$ cat config.mk
export PLATFORM = sky130hd
export DESIGN_NAME = lttb_div
export DESIGN_NICKNAME = d
export VERILOG_FILES = /design/src/rtl/core/lttb_pkg.sv /design/src/rtl/core/lttb_div.sv
export SDC_FILE = /design/constraint.sdc
export NUM_CORES = 1
export LEC_CHECK = 0
export ABC_CLOCK_PERIOD_IN_PS = 2400
export BUFFER_PORTS_ARGS = -buffer_cell sky130_fd_sc_hd__clkbuf_2
export CELL_PAD_IN_SITES_DETAIL_PLACEMENT = 1
export CELL_PAD_IN_SITES_GLOBAL_PLACEMENT = 2
export CORE_MARGIN = 1
export CORE_UTILIZATION = 36
export CTS_BUF_LIST = sky130_fd_sc_hd__clkbuf_4
export CTS_CLUSTER_DIAMETER = 40
export DETAILED_ROUTE_END_ITERATION = 16
export PLACE_DENSITY = 0.93
export SLEW_MARGIN = 20
export SYNTH_ARGS = -nofsm -noshare
export SYNTH_HDL_FRONTEND = slang
export SYNTH_SLANG_ARGS = --single-unit
$ cat constraint.sdc
create_clock -name clk -period 2.4 [get_ports clk]
set_input_delay 0.12 -clock clk [delete_from_list [all_inputs] [get_ports clk]]
set_output_delay 0.12 -clock clk [all_outputs]
set_load 0.02 [all_outputs]
$ cat src/rtl/core/lttb_pkg.sv
// shared types and constants of the lttb downsampler
// used by lttb_div, lttb_oq and lttb_downsampler_core, no dependencies
package lttb_pkg;

	localparam int MAX_SAMPLES = 2048;
	localparam int SAMPLE_BITS = 16;
	localparam int IDX_W = $clog2(MAX_SAMPLES);
	localparam int CNT_W = IDX_W + 1;
	localparam int BND_W = IDX_W + 3;
	localparam int ISUM_W = IDX_W + CNT_W;
	localparam int VSUM_W = SAMPLE_BITS + CNT_W;
	localparam int AREA_W = 2 * IDX_W + SAMPLE_BITS + 4;

	localparam logic [7:0] CFG_SAMPLE_COUNT = 8'd0;
	localparam logic [7:0] CFG_TARGET_POINTS = 8'd1;

	localparam logic [CNT_W-1:0] SAMPLE_COUNT_RST = CNT_W'(MAX_SAMPLES);
	localparam logic [CNT_W-1:0] TARGET_POINTS_RST = CNT_W'(256);

	// one kept item on its way out
	typedef struct packed {
		logic [IDX_W-1:0] idx;
		logic [SAMPLE_BITS-1:0] val;
		logic done;
	} res_t;

	// divider result bundle
	typedef struct packed {
		logic done;
		logic [IDX_W-1:0] quo;
		logic [IDX_W-1:0] rem;
	} div_res_t;

endpackage

$ cat src/rtl/core/lttb_div.sv
// restoring divider, one quotient bit per cycle, for the bucket step
// depends on lttb_pkg
module lttb_div (
	input  logic                       clk,
	input  logic                       arst_n,
	input  logic                       start,
	input  logic [lttb_pkg::IDX_W-1:0] num,
	input  logic [lttb_pkg::IDX_W-1:0] den,
	output lttb_pkg::div_res_t         res
);

	localparam int W = lttb_pkg::IDX_W;

	logic busy_q;
	logic done_q;
	logic [$clog2(W+1)-1:0] cnt_q;
	logic [W-1:0] quo_q;
	logic [W-1:0] rem_q;
	logic [W-1:0] den_q;
	logic [W:0] rem_sh;
	logic ge;

	// trial subtract of one bit
	assign rem_sh = {rem_q, quo_q[W-1]};
	assign ge = rem_sh >= {1'b0, den_q};

	always_ff @(posedge clk or negedge arst_n) begin
		if (!arst_n) begin
			busy_q <= 1'b0;
			done_q <= 1'b0;
			cnt_q <= '0;
		end else begin
			done_q <= 1'b0;
			if (start) begin
				busy_q <= 1'b1;
				cnt_q <= ($clog2(W+1))'(W);
			end else if (busy_q) begin
				cnt_q <= cnt_q - 1'b1;
				if (cnt_q == ($clog2(W+1))'(1)) begin
					busy_q <= 1'b0;
					done_q <= 1'b1;
				end
			end
		end
	end

	// datapath
	always_ff @(posedge clk) begin
		if (start) begin
			quo_q <= num;
			rem_q <= '0;
			den_q <= den;
		end else if (busy_q) begin
			quo_q <= {quo_q[W-2:0], ge};
			rem_q <= ge ? W'(rem_sh - {1'b0, den_q}) : W'(rem_sh);
		end
	end

	assign res.done = done_q;
	assign res.quo = quo_q;
	assign res.rem = rem_q;

endmodule

==> reports/results.ini <==
[clock_tree]
cts_tree = yes
clk_latency_ns = 0.36
cts_buffers = 5
cts_max_level = 2
clock_path_buffers = 2
cts.clk_slew.worst_paths_ns = 0.14
cts_root_buffer = clkbuf_4
clkSinkCount = 39

[logic_synthesis]
ys_ff_latch = 39
synth_edf_count = 22
synth_ff_type = edfxtp_1
syn_area_um2 = 2420
synth_fa_ha_area_share_pct = 7.54
synth_cell_type_count = 59
synthXorXnorAreaFrac_pct = 1.81
yosys_warnings = 0
synth_compound_area_share_pct = 17.5
avgSynthCellArea_um2 = 10.4
synth_top_family_by_area = simple AND/OR/NAND/NOR gates
async_reset_ff_share_pct = 15.4
muxShareOfSynthArea_pct = 5.48
synthSimpleGateAreaFrac_pct = 19.4
syn_inst = 232
ys_seq_area_share_pct = 42.6
synth_fp_nets = 271

[timing]
timing.setup.tns_ns = 0
maxSlewHeadroom_pct = 44.5
setup_slack_ns = 0.119
min_period_ns = 2.28
drv_slew = 0
fin_skew_ns = 0.0130
hold_viol = 0
setup_violations = 0
finalCritPeriodShare_pct = 95.0
rsz0062_at_grt = false
fmax_ghz = 0.438
max_slew.worst_pin.slew_ns = 0.833
worst_hold_slack_ns = 0.0507

[floorplan]
num_rows = 29
die_w_um = 84.0
start_util_pct = 37.7
boundaryPins = 48
core_um2 = 6420
die_y_um = 84.0
fp.dieArea_um2 = 7060

[worst_hold_path]
hold_depth = 2
min_path_type = input pin to flip-flop
hp-start = num[6]
hold_end = quo_q[6]

[status]
status = finished with violations
violations = design-rule violations

[power]
switching_share_pct = 42.2
power_mw = 3.19
peakVddDrop_uv = 396
p_switching_mw = 1.35
internal_power_mw = 1.84
clockPowerShare_pct = 14.5
combPwrFrac_pct = 54.6
seqPwrFrac_pct = 30.9
p_leak_nw = 1.33
powerDensity_nw_per_um2 = 1070

[placed_design]
hpwl_mm = 4.31
globalplace.congestion = 0.829
port_buffers = 47
placed_area_um2 = 2750
pre_cts_ws_ns = 0.0493
dp_cells = 353

[final_layout]
mostFrequentLayoutCell = clkbuf_2
layout_common_cells = clkbuf_2 (47), nor2_1 (23), edfxtp_1 (22)
diodes = 0
fin_util_pct = 46.4
final_cells = 376
area_growth_pct = 22.9
fillers = 734
final_area_um2 = 2980
regArea_um2 = 1030
drive_gt1_share_pct = 32.1
final_net_count = 337
multi_input_area_um2 = 1250

[critical_path]
cp_num_buf_inv = 2
cp_max_fo = 6
crit-reg2reg-launch = quo_q[10]
reg2reg_slack_ns = 0.12
path_cells = inv_1, ha_1, fa_1, nor2b_4, o31a_4, o211ai_4, buf_4, a21o_2, a311oi_2
r2r_cells = 9
crit_required_ns = 2.68
worstSetupStartpointType = flip-flop
worst_r2r_endpoint = rem_q[0]
cpMaxStageDelayCell = fa_1
critPathKind = flip-flop to flip-flop
cp_top_family = compound AO/OA/AOI/OAI gates
critical_path_arrival_ns = 2.56
end_kind = flip-flop
cp_slowest_stage_delay_ns = 0.44

[routing]
totalWireLength_mm = 5.92
drtAntennaViolNets = 0
wl_per_cell_um = 15.7
dr.pass1.iters = 10
drt_iter0_drc = 77
vias = 2002
drc = 5
viasPerCell = 5.32

[grt]
grt_antenna_before_repair = 0
grt-ovfl-total = 0
grt_usage_pct = 17.9
grt_pass1_vias = 1996
grt_pass1_wl_mm = 9.80
grt_max_degree = 38

[job]
drv_cap = 0

==> cells by family (layout without fill, tap and decap cells) <==
group | count (synthesis) | count (layout)
AOI/OAI and AO/OA | 51 | 51
adders and majority gates | 14 | 14
xor gates and xnor gates | 5 | 5
muxes | 12 | 12
and+or+nand+nor | 81 | 81
buffers and inverters | 30 | 97
DFF | 39 | 39
==> synthesized netlist by cell type (6+ instances only) <==
cell type   n  share of area [%]
nor2_1     23                3.6
edfxtp_1   22                 27
inv_1      17                2.6
nand2_1    16                2.5
ha_1       13                6.7
dfxtp_1    11                9.1
mux2_2     10                4.6
clkbuf_1    8                1.2
nor2b_1     7                1.8
a21oi_1     6                1.2
dfrtp_1     6                6.2
o21ai_0     6                1.2
==> sequential cells by signal, indices dropped and copies added, names as in the netlist <==
register and flops:
rem_q 11, den_q 11, done_q 1, quo_q 11, cnt_q 4, busy_q 1
==> worst max path at each step <==
stage	from	to	slack, ns	cells past startpoint
finish	quo_q[10]	rem_q[0]	0.12	9
detailed placement	quo_q[10]	quo_q[0]	0.05	8
CTS	quo_q[10]	quo_q[0]	0.06	8
floorplan	quo_q[10]	quo_q[0]	0.19	9
global placement	quo_q[10]	quo_q[0]	0.18	8
global route	quo_q[10]	rem_q[2]	0.02	9
==> routing by layer <==
metal / part of all wire (%) / vias to the layer above / track usage (%)
met5: 0 / - / 0
met4: 1.9 / 0 / 6.74
met3: 3.9 / 10 / 3.46
met2: 50 / 45 / 30.0
met1: 44 / 973 / 22.9
li1: - / 974 / -
==> power by group through the flow <==
stage                     clock network, mW  logic, mW  registers, mW
after floorplan                           0       1.14           1.11
after global routing                  0.506       1.91           1.01
after detailed placement                  0       1.71          0.999
final                                 0.461       1.74          0.984
after CTS                             0.480       1.74          0.986
after global placement                    0       1.68          0.999
==> cell type report <==
class | count | area share [%]
flip-flops and latches | 39 | 34.6
multi-input cells | 163 | 42.1
well taps | 77 | 3.24
inverters | 17 | 2.14
clock inverters | 3 | 1.47
clock buffers | 5 | 1.26
repair buffers | 72 | 15.2
==> timing repair <==
action,4_1_cts,5_1_grt
endpoints found under the setup margin,0,3
hold endpoints to repair,17,0
hold buffers,12,0
buffers inserted,0,3
gates resized for setup,0,1
(Power assumes the default switching activity.)
