## config.mk

```make
export PLATFORM = sky130hd
export DESIGN_NAME = lttb_oq
export DESIGN_NICKNAME = d
export VERILOG_FILES = /design/src/rtl/core/lttb_pkg.sv /design/src/rtl/core/lttb_oq.sv
export SDC_FILE = /design/constraint.sdc
export NUM_CORES = 1
export LEC_CHECK = 0
export ABC_AREA = 1
export BUFFER_PORTS_ARGS = -buffer_cell sky130_fd_sc_hd__buf_2
export CORE_ASPECT_RATIO = 0.5
export CORE_UTILIZATION = 50
export CTS_BUF_LIST = sky130_fd_sc_hd__clkbuf_8
export DETAILED_ROUTE_END_ITERATION = 10
export PLACE_DENSITY = 0.71
export REMOVE_ABC_BUFFERS = 1
export SYNTH_ARGS = -nofsm -noshare
export SYNTH_HDL_FRONTEND = slang
export SYNTH_SLANG_ARGS = --single-unit
```

## constraint.sdc

```tcl
create_clock -name clk -period 1.85 [get_ports clk]
set_input_delay 0.0925 -clock clk [delete_from_list [all_inputs] [get_ports clk]]
set_output_delay 0.0925 -clock clk [all_outputs]
set_load 0.1 [all_outputs]
```

## src/rtl/core/lttb_pkg.sv

```systemverilog
// shared types and constants of the lttb downsampler
// used by lttb_div, lttb_oq and lttb_downsampler_core, no dependencies
package lttb_pkg;

	localparam int MAX_SAMPLES = 2048;
	localparam int SAMPLE_BITS = 16;
	localparam int IDX_W = $clog2(MAX_SAMPLES);
	localparam int CNT_W = IDX_W + 1;
	localparam int BND_W = IDX_W + 3;
	localparam int ISUM_W = IDX_W + CNT_W;
	localparam int VSUM_W = SAMPLE_BITS + CNT_W;
	localparam int AREA_W = 2 * IDX_W + SAMPLE_BITS + 4;

	localparam logic [7:0] CFG_SAMPLE_COUNT = 8'd0;
	localparam logic [7:0] CFG_TARGET_POINTS = 8'd1;

	localparam logic [CNT_W-1:0] SAMPLE_COUNT_RST = CNT_W'(MAX_SAMPLES);
	localparam logic [CNT_W-1:0] TARGET_POINTS_RST = CNT_W'(256);

	// one kept item on its way out
	typedef struct packed {
		logic [IDX_W-1:0] idx;
		logic [SAMPLE_BITS-1:0] val;
		logic done;
	} res_t;

	// divider result bundle
	typedef struct packed {
		logic done;
		logic [IDX_W-1:0] quo;
		logic [IDX_W-1:0] rem;
	} div_res_t;

endpackage

```

## src/rtl/core/lttb_oq.sv

```systemverilog
// four entry output queue, takes up to two items per cycle
// depends on lttb_pkg
module lttb_oq (
	input  logic               clk,
	input  logic               arst_n,
	input  logic               push_a,
	input  lttb_pkg::res_t     res_a,
	input  logic               push_b,
	input  lttb_pkg::res_t     res_b,
	output logic               room,
	output logic [2:0]         count,
	output logic               out_valid,
	input  logic               out_ready,
	output lttb_pkg::res_t     head
);

	lttb_pkg::res_t ent_q [4];
	logic [1:0] wp_q;
	logic [1:0] rp_q;
	logic [2:0] cnt_q;
	logic pop;

	assign pop = out_valid && out_ready;
	assign out_valid = cnt_q != 3'd0;
	assign head = ent_q[rp_q];
	assign room = cnt_q <= 3'd2;
	assign count = cnt_q;

	// pointers and fill level
	always_ff @(posedge clk or negedge arst_n) begin
		if (!arst_n) begin
			wp_q <= '0;
			rp_q <= '0;
			cnt_q <= '0;
		end else begin
			wp_q <= wp_q + 2'(push_a) + 2'(push_b);
			rp_q <= rp_q + 2'(pop);
			cnt_q <= cnt_q + 3'(push_a) + 3'(push_b) - 3'(pop);
		end
	end

	// entry storage
	always_ff @(posedge clk) begin
		if (push_a) begin
			ent_q[wp_q] <= res_a;
		end
		if (push_b) begin
			ent_q[wp_q + 2'd1] <= res_b;
		end
	end

endmodule

```

==> results of run 1 <==
## timing repair
action,4_1_cts,5_1_grt
pin swaps,3,0
hold endpoints to repair,116,0
buffers inserted,2,2
gates resized for setup,6,7
cloned,1,1
hold buffers,52,0
endpoints found under the setup margin,31,15
## final cells by class
type | count | area [um2] | area share, %
sequential | 119 | 3540 | 39.2
multi-input combinational | 531 | 2400 | 26.6
timing repair buffer | 187 | 1860 | 20.6
inverter | 150 | 568 | 6.29
clock buffer | 21 | 289 | 3.20
tap | 170 | 213 | 2.36
clock inverter | 11 | 154 | 1.70
## sequential cells by signal, summed over array words and instances, names as in the netlist
signal,cells
wp_q,2
ent_q,112
count,3
rp_q,2
## tightest hold or removal path: cells and delay by family
kind | cells | cell delay [ns]
and+or+nand+nor | 2 | 0.16
buffers and inverters | 1 | 0.12
## layout by cell type (no fill, tap or decap)
cell type,n
sky130_fd_sc_hd__dfrtp_1,6
sky130_fd_sc_hd__clkinv_2,3
sky130_fd_sc_hd__clkbuf_8,21
sky130_fd_sc_hd__inv_4,2
sky130_fd_sc_hd__fa_1,1
sky130_fd_sc_hd__o21ai_1,12
sky130_fd_sc_hd__nor2_4,1
sky130_fd_sc_hd__nor2_2,1
sky130_fd_sc_hd__fa_2,2
sky130_fd_sc_hd__inv_2,2
sky130_fd_sc_hd__bufinv_16,4
sky130_fd_sc_hd__inv_1,149
sky130_fd_sc_hd__buf_6,4
sky130_fd_sc_hd__nand4_1,56
sky130_fd_sc_hd__xor2_1,2
sky130_fd_sc_hd__buf_16,1
sky130_fd_sc_hd__edfxtp_1,112
sky130_fd_sc_hd__buf_4,30
sky130_fd_sc_hd__o21ai_0,16
sky130_fd_sc_hd__dlygate4sd3_1,52
sky130_fd_sc_hd__buf_12,35
sky130_fd_sc_hd__xnor2_1,1
sky130_fd_sc_hd__dfrtp_2,1
sky130_fd_sc_hd__buf_2,64
sky130_fd_sc_hd__nand2_1,344
sky130_fd_sc_hd__nand3_2,1
sky130_fd_sc_hd__clkinvlp_4,1
sky130_fd_sc_hd__o21bai_1,1
sky130_fd_sc_hd__a21boi_2,1
sky130_fd_sc_hd__nand3_1,89
sky130_fd_sc_hd__ha_1,3
sky130_fd_sc_hd__clkbuf_16,1
## worst max path at each step
stage	end	start	slack [ns]
floorplan	head[26]	rp_q[0]	-1.22
global placement	count[2]	count[1]	-0.09
finish	count[2]	count[1]	-0.01
detailed placement	count[2]	count[1]	-0.18
CTS	count[2]	count[2]	-0.03
global route	count[2]	count[2]	-0.09
## metal layers
metal / up-vias / global-route usage [%]
met5: - / 0
met2: 379 / 47.8
met1: 2925 / 35.4
li1: 3031 / -
met4: 0 / 11.5
met3: 39 / 7.17
## stage by stage
| stage | hold WS [ns] | utilization (%) | std cells | worst slack, ns |
|---|---|---|---|---|
| 2_1_floorplan | -0.203 | - | 800 | -1.22 |
| 3_3_place_gp | -0.0522 | 61.0 | 1099 | -0.0892 |
| 3_5_place_dp | -0.0444 | 61.0 | 1099 | -0.181 |
| 4_1_cts | 0.00437 | 68.8 | 1186 | -0.0340 |
| 5_1_grt | 0.0140 | 69.3 | 1189 | -0.0880 |
| 6_report | 0.0210 | 69.3 | 1189 | -0.0126 |
## cell families (layout without fill, tap and decap cells)
logic type,Yosys count,after routing
flops,119,119
compound gates,30,30
xor+xnor,3,3
fa+ha+maj,6,6
buf+inv,209,369
simple gates,492,492
==> qor.json, run 1 <==
{
  "hold_path": {
    "min_delay_worst_endpoint": "ent_q[3][15]",
    "hold_depth": 3,
    "timing.hold.worst.start": "res_b[15]",
    "hold_path_class": "input pin to flop"
  },
  "timing": {
    "hold_vio_cnt_final": 0,
    "final.min_clock_period_ns": 1.86,
    "fin_ws_ns": -0.0126,
    "grt_setup_unrepaired": "true",
    "timing.final.setup_violations": 2,
    "slew_of_the_pin_with_the_lowest_slew_margin_ns": 0.486,
    "worst_slew_margin_relative_to_its_limit_pct": 67.8,
    "period_utilization_pct": 101,
    "timing.setup.tns_ns": -0.0212,
    "finClkSkew_ns": 0.00946,
    "fmax_mhz": 537,
    "finalMaxSlewViolations": 0
  },
  "die": {
    "coreArea_um2": 13000,
    "area_enclosed_by_the_die_boundary_um2": 14200,
    "ios": 94,
    "std_cell_rows": 29,
    "start_util_pct": 52.6,
    "die_y_um": 84.8,
    "floorplan.die.width_um": 168
  },
  "global_route": {
    "antenna_violations_before_repair": 0,
    "global_route.usage.total_pct": 28.4,
    "pin_count_of_the_biggest_net_entering_global_routing": 90,
    "grt-ovfl-total": 0,
    "grt_pass1_vias": 6085,
    "first_pass_grt_wire_length_um": 30500
  },
  "synth": {
    "synth-edff-count": 112,
    "yosys-top-cells-count": "344 x sky130_fd_sc_hd__nand2_1, 147 x sky130_fd_sc_hd__inv_1, 112 x sky130_fd_sc_hd__edfxtp_1, 89 x sky130_fd_sc_hd__nand3_1, 56 x sky130_fd_sc_hd__nand4_1",
    "synthMuxAreaShare_pct": 0,
    "synth_area_leaders": "sky130_fd_sc_hd__edfxtp_1 49%, sky130_fd_sc_hd__nand2_1 19%, sky130_fd_sc_hd__inv_1 8.1%",
    "number_of_distinct_library_cells_after_synthesis": 23,
    "synth-seq-cells": 119,
    "synth_compound_gate_area_share_pct": 2.26,
    "post_synth_instance_area_um2": 6850,
    "synth-simple-area-share_pct": 30.8,
    "synth_area_per_cell_um2": 7.98,
    "synth_sequential_area_ratio_pct": 51.6,
    "yosys.area_share.adder_pct": 1.42,
    "synth_top_family_by_area": "simple AND/OR/NAND/NOR gates",
    "yosysWarningCount": 0,
    "synth_xor_area_share_pct": 0.383,
    "ys_async_sr_fraction_pct": 5.88,
    "ys.flop_type": "sky130_fd_sc_hd__edfxtp_1",
    "synth_top_area_cell": "sky130_fd_sc_hd__edfxtp_1",
    "synth_most_common_cell": "sky130_fd_sc_hd__nand2_1",
    "cells_after_synth": 859,
    "synth_top_area_share_pct": 49.1
  },
  "cells_and_area": {
    "flow.area_growth_from_synthesis_pct": 31.7,
    "final.fill_count": 939,
    "layout.cell_area.non_filler_um2": 9030,
    "drive_gt1_share_pct": 17.2,
    "fin_nets": 1073,
    "diodes": 0
  },
  "critical_path": {
    "worstPathBufferInverterCount": 1,
    "path_delay_family": "adder cells",
    "cp_slowest_cell": "sky130_fd_sc_hd__dfrtp_1",
    "ff2ff_path_depth": 7,
    "worst_r2r_startpoint": "count[1]",
    "highest_net_fanout_along_the_worst_path": 2,
    "critPathMaxStageDelay_ns": 0.40,
    "r2r_setup_slk_ns": -0.01,
    "cp_data_arrival_time_ns": 2.20,
    "worst_setup_path_end_kind": "flop",
    "cp_data_required_time_ns": 2.18,
    "setup.worst_path.class": "flop to flop",
    "timing.rr.end": "count[2]",
    "cp-start-kind": "flop",
    "critical_path_cell_count": 7,
    "timing.critical_path.cells": "nor2_2 -> a21boi_2 -> ha_1 -> inv_1 -> fa_2 -> fa_2 -> xnor2_1",
    "path_common_cell": "sky130_fd_sc_hd__fa_2"
  },
  "clock_tree": {
    "cts_root_buffer": "sky130_fd_sc_hd__clkbuf_8",
    "clock_pin_slew_reported_for_the_worst_setup_and_hold_paths_after_clock_tree_synthesis_ns": 0.07,
    "ctsHtreeMaxLevel": 4,
    "tritoncts_sinks": 119,
    "numCtsBuffers": 17,
    "cts_tree": "done",
    "cts.path.max_buffers": 2,
    "clock_latency_ns": 0.45
  },
  "placed_design": {
    "count_of_buffers_inserted_at_the_top_level_ports": 93,
    "place.gp.congestion": 0.785,
    "post-dp-hpwl_um": 11400,
    "postPlaceCellArea_um2": 7950
  },
  "route": {
    "route.layer.met1.wl_um": 7440,
    "route.top_layer_used": "met4",
    "detail_route.first_pass.iterations": 6,
    "drc_errors": 0,
    "postRouteAntennaNets": 0,
    "num_vias": 6374,
    "routed_wire_length_per_instance_um": 16.2,
    "met3_length_um": 2150,
    "route.final.wire_length_um": 19300,
    "wl_met2_um": 9300,
    "detailedRoute.firstIterationViolations": 704,
    "avgViaCountPerCell": 5.36
  },
  "outcome": {
    "status": "finished with violations",
    "failing_checks": "negative setup slack"
  },
  "job": {
    "timing.max_cap.violations": 0
  }
}
Power of run 1 is not shown: default switching activity piles up to over one toggle a cycle in this logic, so the estimate is an artifact.
==> run 2: changes to the inputs <==
--- a/config.mk
+++ b/config.mk
@@ -8,11 +8,13 @@
 export ABC_AREA = 1
 export BUFFER_PORTS_ARGS = -buffer_cell sky130_fd_sc_hd__buf_2
 export CORE_ASPECT_RATIO = 0.5
-export CORE_UTILIZATION = 50
+export CORE_UTILIZATION = 45
 export CTS_BUF_LIST = sky130_fd_sc_hd__clkbuf_8
 export DETAILED_ROUTE_END_ITERATION = 10
-export PLACE_DENSITY = 0.71
+export PLACE_DENSITY = 0.64
 export REMOVE_ABC_BUFFERS = 1
+export SLEW_MARGIN = 20
 export SYNTH_ARGS = -nofsm -noshare
 export SYNTH_HDL_FRONTEND = slang
 export SYNTH_SLANG_ARGS = --single-unit
+export TNS_END_PERCENT = 20
==> run 2 against run 1 <==
Against the previous run: the flow still finishes with violations (negative setup slack); non-clock buffer count down 22; flip-flop and latch count unchanged; worst setup slack worse by 0.016 ns; maximum frequency down 0.86%; final cell count up 0.50%; global-route usage down 3.8 points; die area up 11%; utilization down 9.3 points; first-iteration DRC count down 30%; highest routed layer unchanged.
==> qor.json, run 2 (same netlist as run 1, synthesis figures left out) <==
{
  "critical_path": {
    "cp_data_required_time": {"value": 2.23, "unit": "ns", "change": "was 2.18 ns"},
    "setup.worst_path.class": {"value": "flop to flop", "change": "unchanged"},
    "cp-start-kind": {"value": "flop", "change": "unchanged"},
    "cp_data_arrival_time": {"value": 2.26, "unit": "ns", "change": "was 2.20 ns"},
    "highest_net_fanout_along_the_worst_path": {"value": 2, "change": "unchanged"},
    "worst_setup_path_end_kind": {"value": "flop", "change": "unchanged"}
  },
  "clock_tree": {
    "cts.path.max_buffers": {"value": 2, "change": "unchanged"},
    "numCtsBuffers": {"value": 17, "change": "unchanged"},
    "tritoncts_sinks": {"value": 119, "change": "unchanged"},
    "clock_latency": {"value": 0.43, "unit": "ns", "change": "was 0.45 ns"},
    "cts_root_buffer": {"value": "sky130_fd_sc_hd__clkbuf_8", "change": "unchanged"},
    "ctsHtreeMaxLevel": {"value": 4, "change": "unchanged"},
    "cts_tree": {"value": "done", "change": "unchanged"},
    "clock_pin_slew_reported_for_the_worst_setup_and_hold_paths_after_clock_tree_synthesis": {"value": 0.08, "unit": "ns", "change": "was 0.07 ns"}
  },
  "die": {
    "std_cell_rows": {"value": 31, "change": "was 29"},
    "coreArea": {"value": 14700, "unit": "um2", "change": "was 13000 um2"},
    "area_enclosed_by_the_die_boundary": {"value": 15800, "unit": "um2", "change": "was 14200 um2"},
    "floorplan.die.width": {"value": 177, "unit": "um", "change": "was 168 um"},
    "ios": {"value": 94, "change": "unchanged"},
    "die_y": {"value": 89.3, "unit": "um", "change": "was 84.8 um"},
    "start_util": {"value": 46.7, "unit": "%", "change": "was 52.6%"}
  },
  "route": {
    "route.final.wire_length": {"value": 18600, "unit": "um", "change": "was 19300 um"},
    "drc_errors": {"value": 0, "change": "unchanged"},
    "num_vias": {"value": 6101, "change": "was 6374"},
    "avgViaCountPerCell": {"value": 5.11, "change": "was 5.36"},
    "detailedRoute.firstIterationViolations": {"value": 494, "change": "was 704"},
    "routed_wire_length_per_instance": {"value": 15.5, "unit": "um", "change": "was 16.2 um"},
    "detail_route.first_pass.iterations": {"value": 5, "change": "was 6"},
    "postRouteAntennaNets": {"value": 0, "change": "unchanged"}
  },
  "timing": {
    "slew_of_the_pin_with_the_lowest_slew_margin": {"value": 0.597, "unit": "ns", "change": "was 0.486 ns"},
    "timing.final.setup_violations": {"value": 2, "change": "unchanged"},
    "fmax": {"value": 532, "unit": "MHz", "change": "was 537 MHz"},
    "period_utilization": {"value": 102, "unit": "%", "change": "was 101%"},
    "fin_ws": {"value": -0.0288, "unit": "ns", "change": "was -0.0126 ns"},
    "finClkSkew": {"value": 0.0102, "unit": "ns", "change": "was 0.00946 ns"},
    "finalMaxSlewViolations": {"value": 0, "change": "unchanged"},
    "final.min_clock_period": {"value": 1.88, "unit": "ns", "change": "was 1.86 ns"},
    "hold_vio_cnt_final": {"value": 0, "change": "unchanged"},
    "worst_slew_margin_relative_to_its_limit": {"value": 60.2, "unit": "%", "change": "was 67.8%"},
    "holdWs": {"value": 0.0120, "unit": "ns", "change": "was 0.0210 ns"},
    "timing.setup.tns": {"value": -0.0549, "unit": "ns", "change": "was -0.0212 ns"},
    "grt_setup_unrepaired": {"value": "true", "change": "unchanged"}
  },
  "outcome": {
    "failing_checks": {"value": "negative setup slack", "change": "unchanged"},
    "status": {"value": "finished with violations", "change": "unchanged"}
  },
  "global_route": {
    "pin_count_of_the_biggest_net_entering_global_routing": {"value": 58, "change": "was 90"},
    "global_route.usage.total": {"value": 24.6, "unit": "%", "change": "was 28.4%"},
    "grt-ovfl-total": {"value": 0, "change": "unchanged"},
    "grt_pass1_vias": {"value": 5744, "change": "was 6085"},
    "first_pass_grt_wire_length": {"value": 29100, "unit": "um", "change": "was 30500 um"},
    "antenna_violations_before_repair": {"value": 0, "change": "unchanged"}
  },
  "placed_design": {
    "pre_cts_ws": {"value": -0.162, "unit": "ns", "change": "was -0.181 ns"},
    "place.gp.congestion": {"value": 0.803, "change": "was 0.785"},
    "postPlaceCellArea": {"value": 7990, "unit": "um2", "change": "was 7950 um2"},
    "post-dp-hpwl": {"value": 11600, "unit": "um", "change": "was 11400 um"},
    "count_of_buffers_inserted_at_the_top_level_ports": {"value": 93, "change": "unchanged"}
  },
  "cells_and_area": {
    "largest_reg_flops": {"value": 112, "change": "unchanged"},
    "drive_gt1_share": {"value": 17.7, "unit": "%", "change": "was 17.2%"},
    "layout.cell_area.non_filler": {"value": 8800, "unit": "um2", "change": "was 9030 um2"},
    "diodes": {"value": 0, "change": "unchanged"},
    "layout_common_cells": {"value": "343 x sky130_fd_sc_hd__nand2_1, 144 x sky130_fd_sc_hd__inv_1, 112 x sky130_fd_sc_hd__edfxtp_1", "change": "was 344 x sky130_fd_sc_hd__nand2_1, 149 x sky130_fd_sc_hd__inv_1, 112 x sky130_fd_sc_hd__edfxtp_1"},
    "final_common_cell": {"value": "sky130_fd_sc_hd__nand2_1", "change": "unchanged"},
    "flow.area_growth_from_synthesis": {"value": 28.4, "unit": "%", "change": "was 31.7%"},
    "top_register": {"value": "ent_q", "change": "unchanged"},
    "fin_nets": {"value": 1051, "change": "was 1073"}
  },
  "hold_path": {
    "hold_path_class": {"value": "input pin to flop", "change": "unchanged"}
  },
  "job": {
    "timing.max_cap.violations": {"value": 0, "change": "unchanged"}
  }
}
==> run 2: timing repair <==
action	4_1_cts	5_1_grt
pin swaps	3	5
hold buffers	34	0
gates cloned	0	0
setup buffers	0	2
endpoints found under the hold margin	106	0
endpoints found under the setup margin	23	13
gates resized for setup	7	5
==> run 2: path summary, 6_finish.rpt <==
kind,start,endpoint,slack [ns],depth (start not counted)
max in group asynchronous,arst_n,rp_q[0],1.61,2
min reg2reg,count[0],count[0],0.70,2
max reg2reg,count[1],count[1],-0.03,6
min in group asynchronous,arst_n,count[2],0.03,2
min,res_b[14],ent_q[1][14],0.01,3
max,count[1],count[1],-0.03,6
==> run 2: final cells by class <==
cell class | count | area, um2
multi-input cells | 531 | 2400
inverters | 150 | 568
flip-flops and latches | 119 | 3540
clock buffers | 17 | 234
repair buffers | 165 | 1610
fillers | 1249 | 5860
well taps | 198 | 248
clock inverters | 15 | 203
==> run 2: metrics by stage <==
step | std cells | util [%]
finish | 1195 | 60.0
global route | 1195 | 60.0
CTS | 1193 | 59.9
detailed placement | 1127 | 54.5
global placement | 1127 | 54.5
floorplan | 800 | -
==> run 2: critical path, cell delays in order (launching register included) <==
cell and delay (ns):
sky130_fd_sc_hd__dfrtp_1 0.39, sky130_fd_sc_hd__nor2_2 0.15, sky130_fd_sc_hd__a21boi_2 0.08, sky130_fd_sc_hd__ha_1 0.29, sky130_fd_sc_hd__inv_2 0.04, sky130_fd_sc_hd__fa_2 0.35
sky130_fd_sc_hd__fa_2 0.53
==> run 2: routing by layer <==
layer / vias to the layer above / share of wire [%] / wire [um] / GRT usage (%)
met2: 275 / 47 / 8660 / 39.7
met1: 2802 / 43 / 7960 / 32.5
met5: - / 0 / 0 / 0
met4: 0 / 1.5 / 271 / 7.68
li1: 2999 / - / - / -
met3: 25 / 9.0 / 1660 / 6.93
Power of run 2 is left out for the same reason.
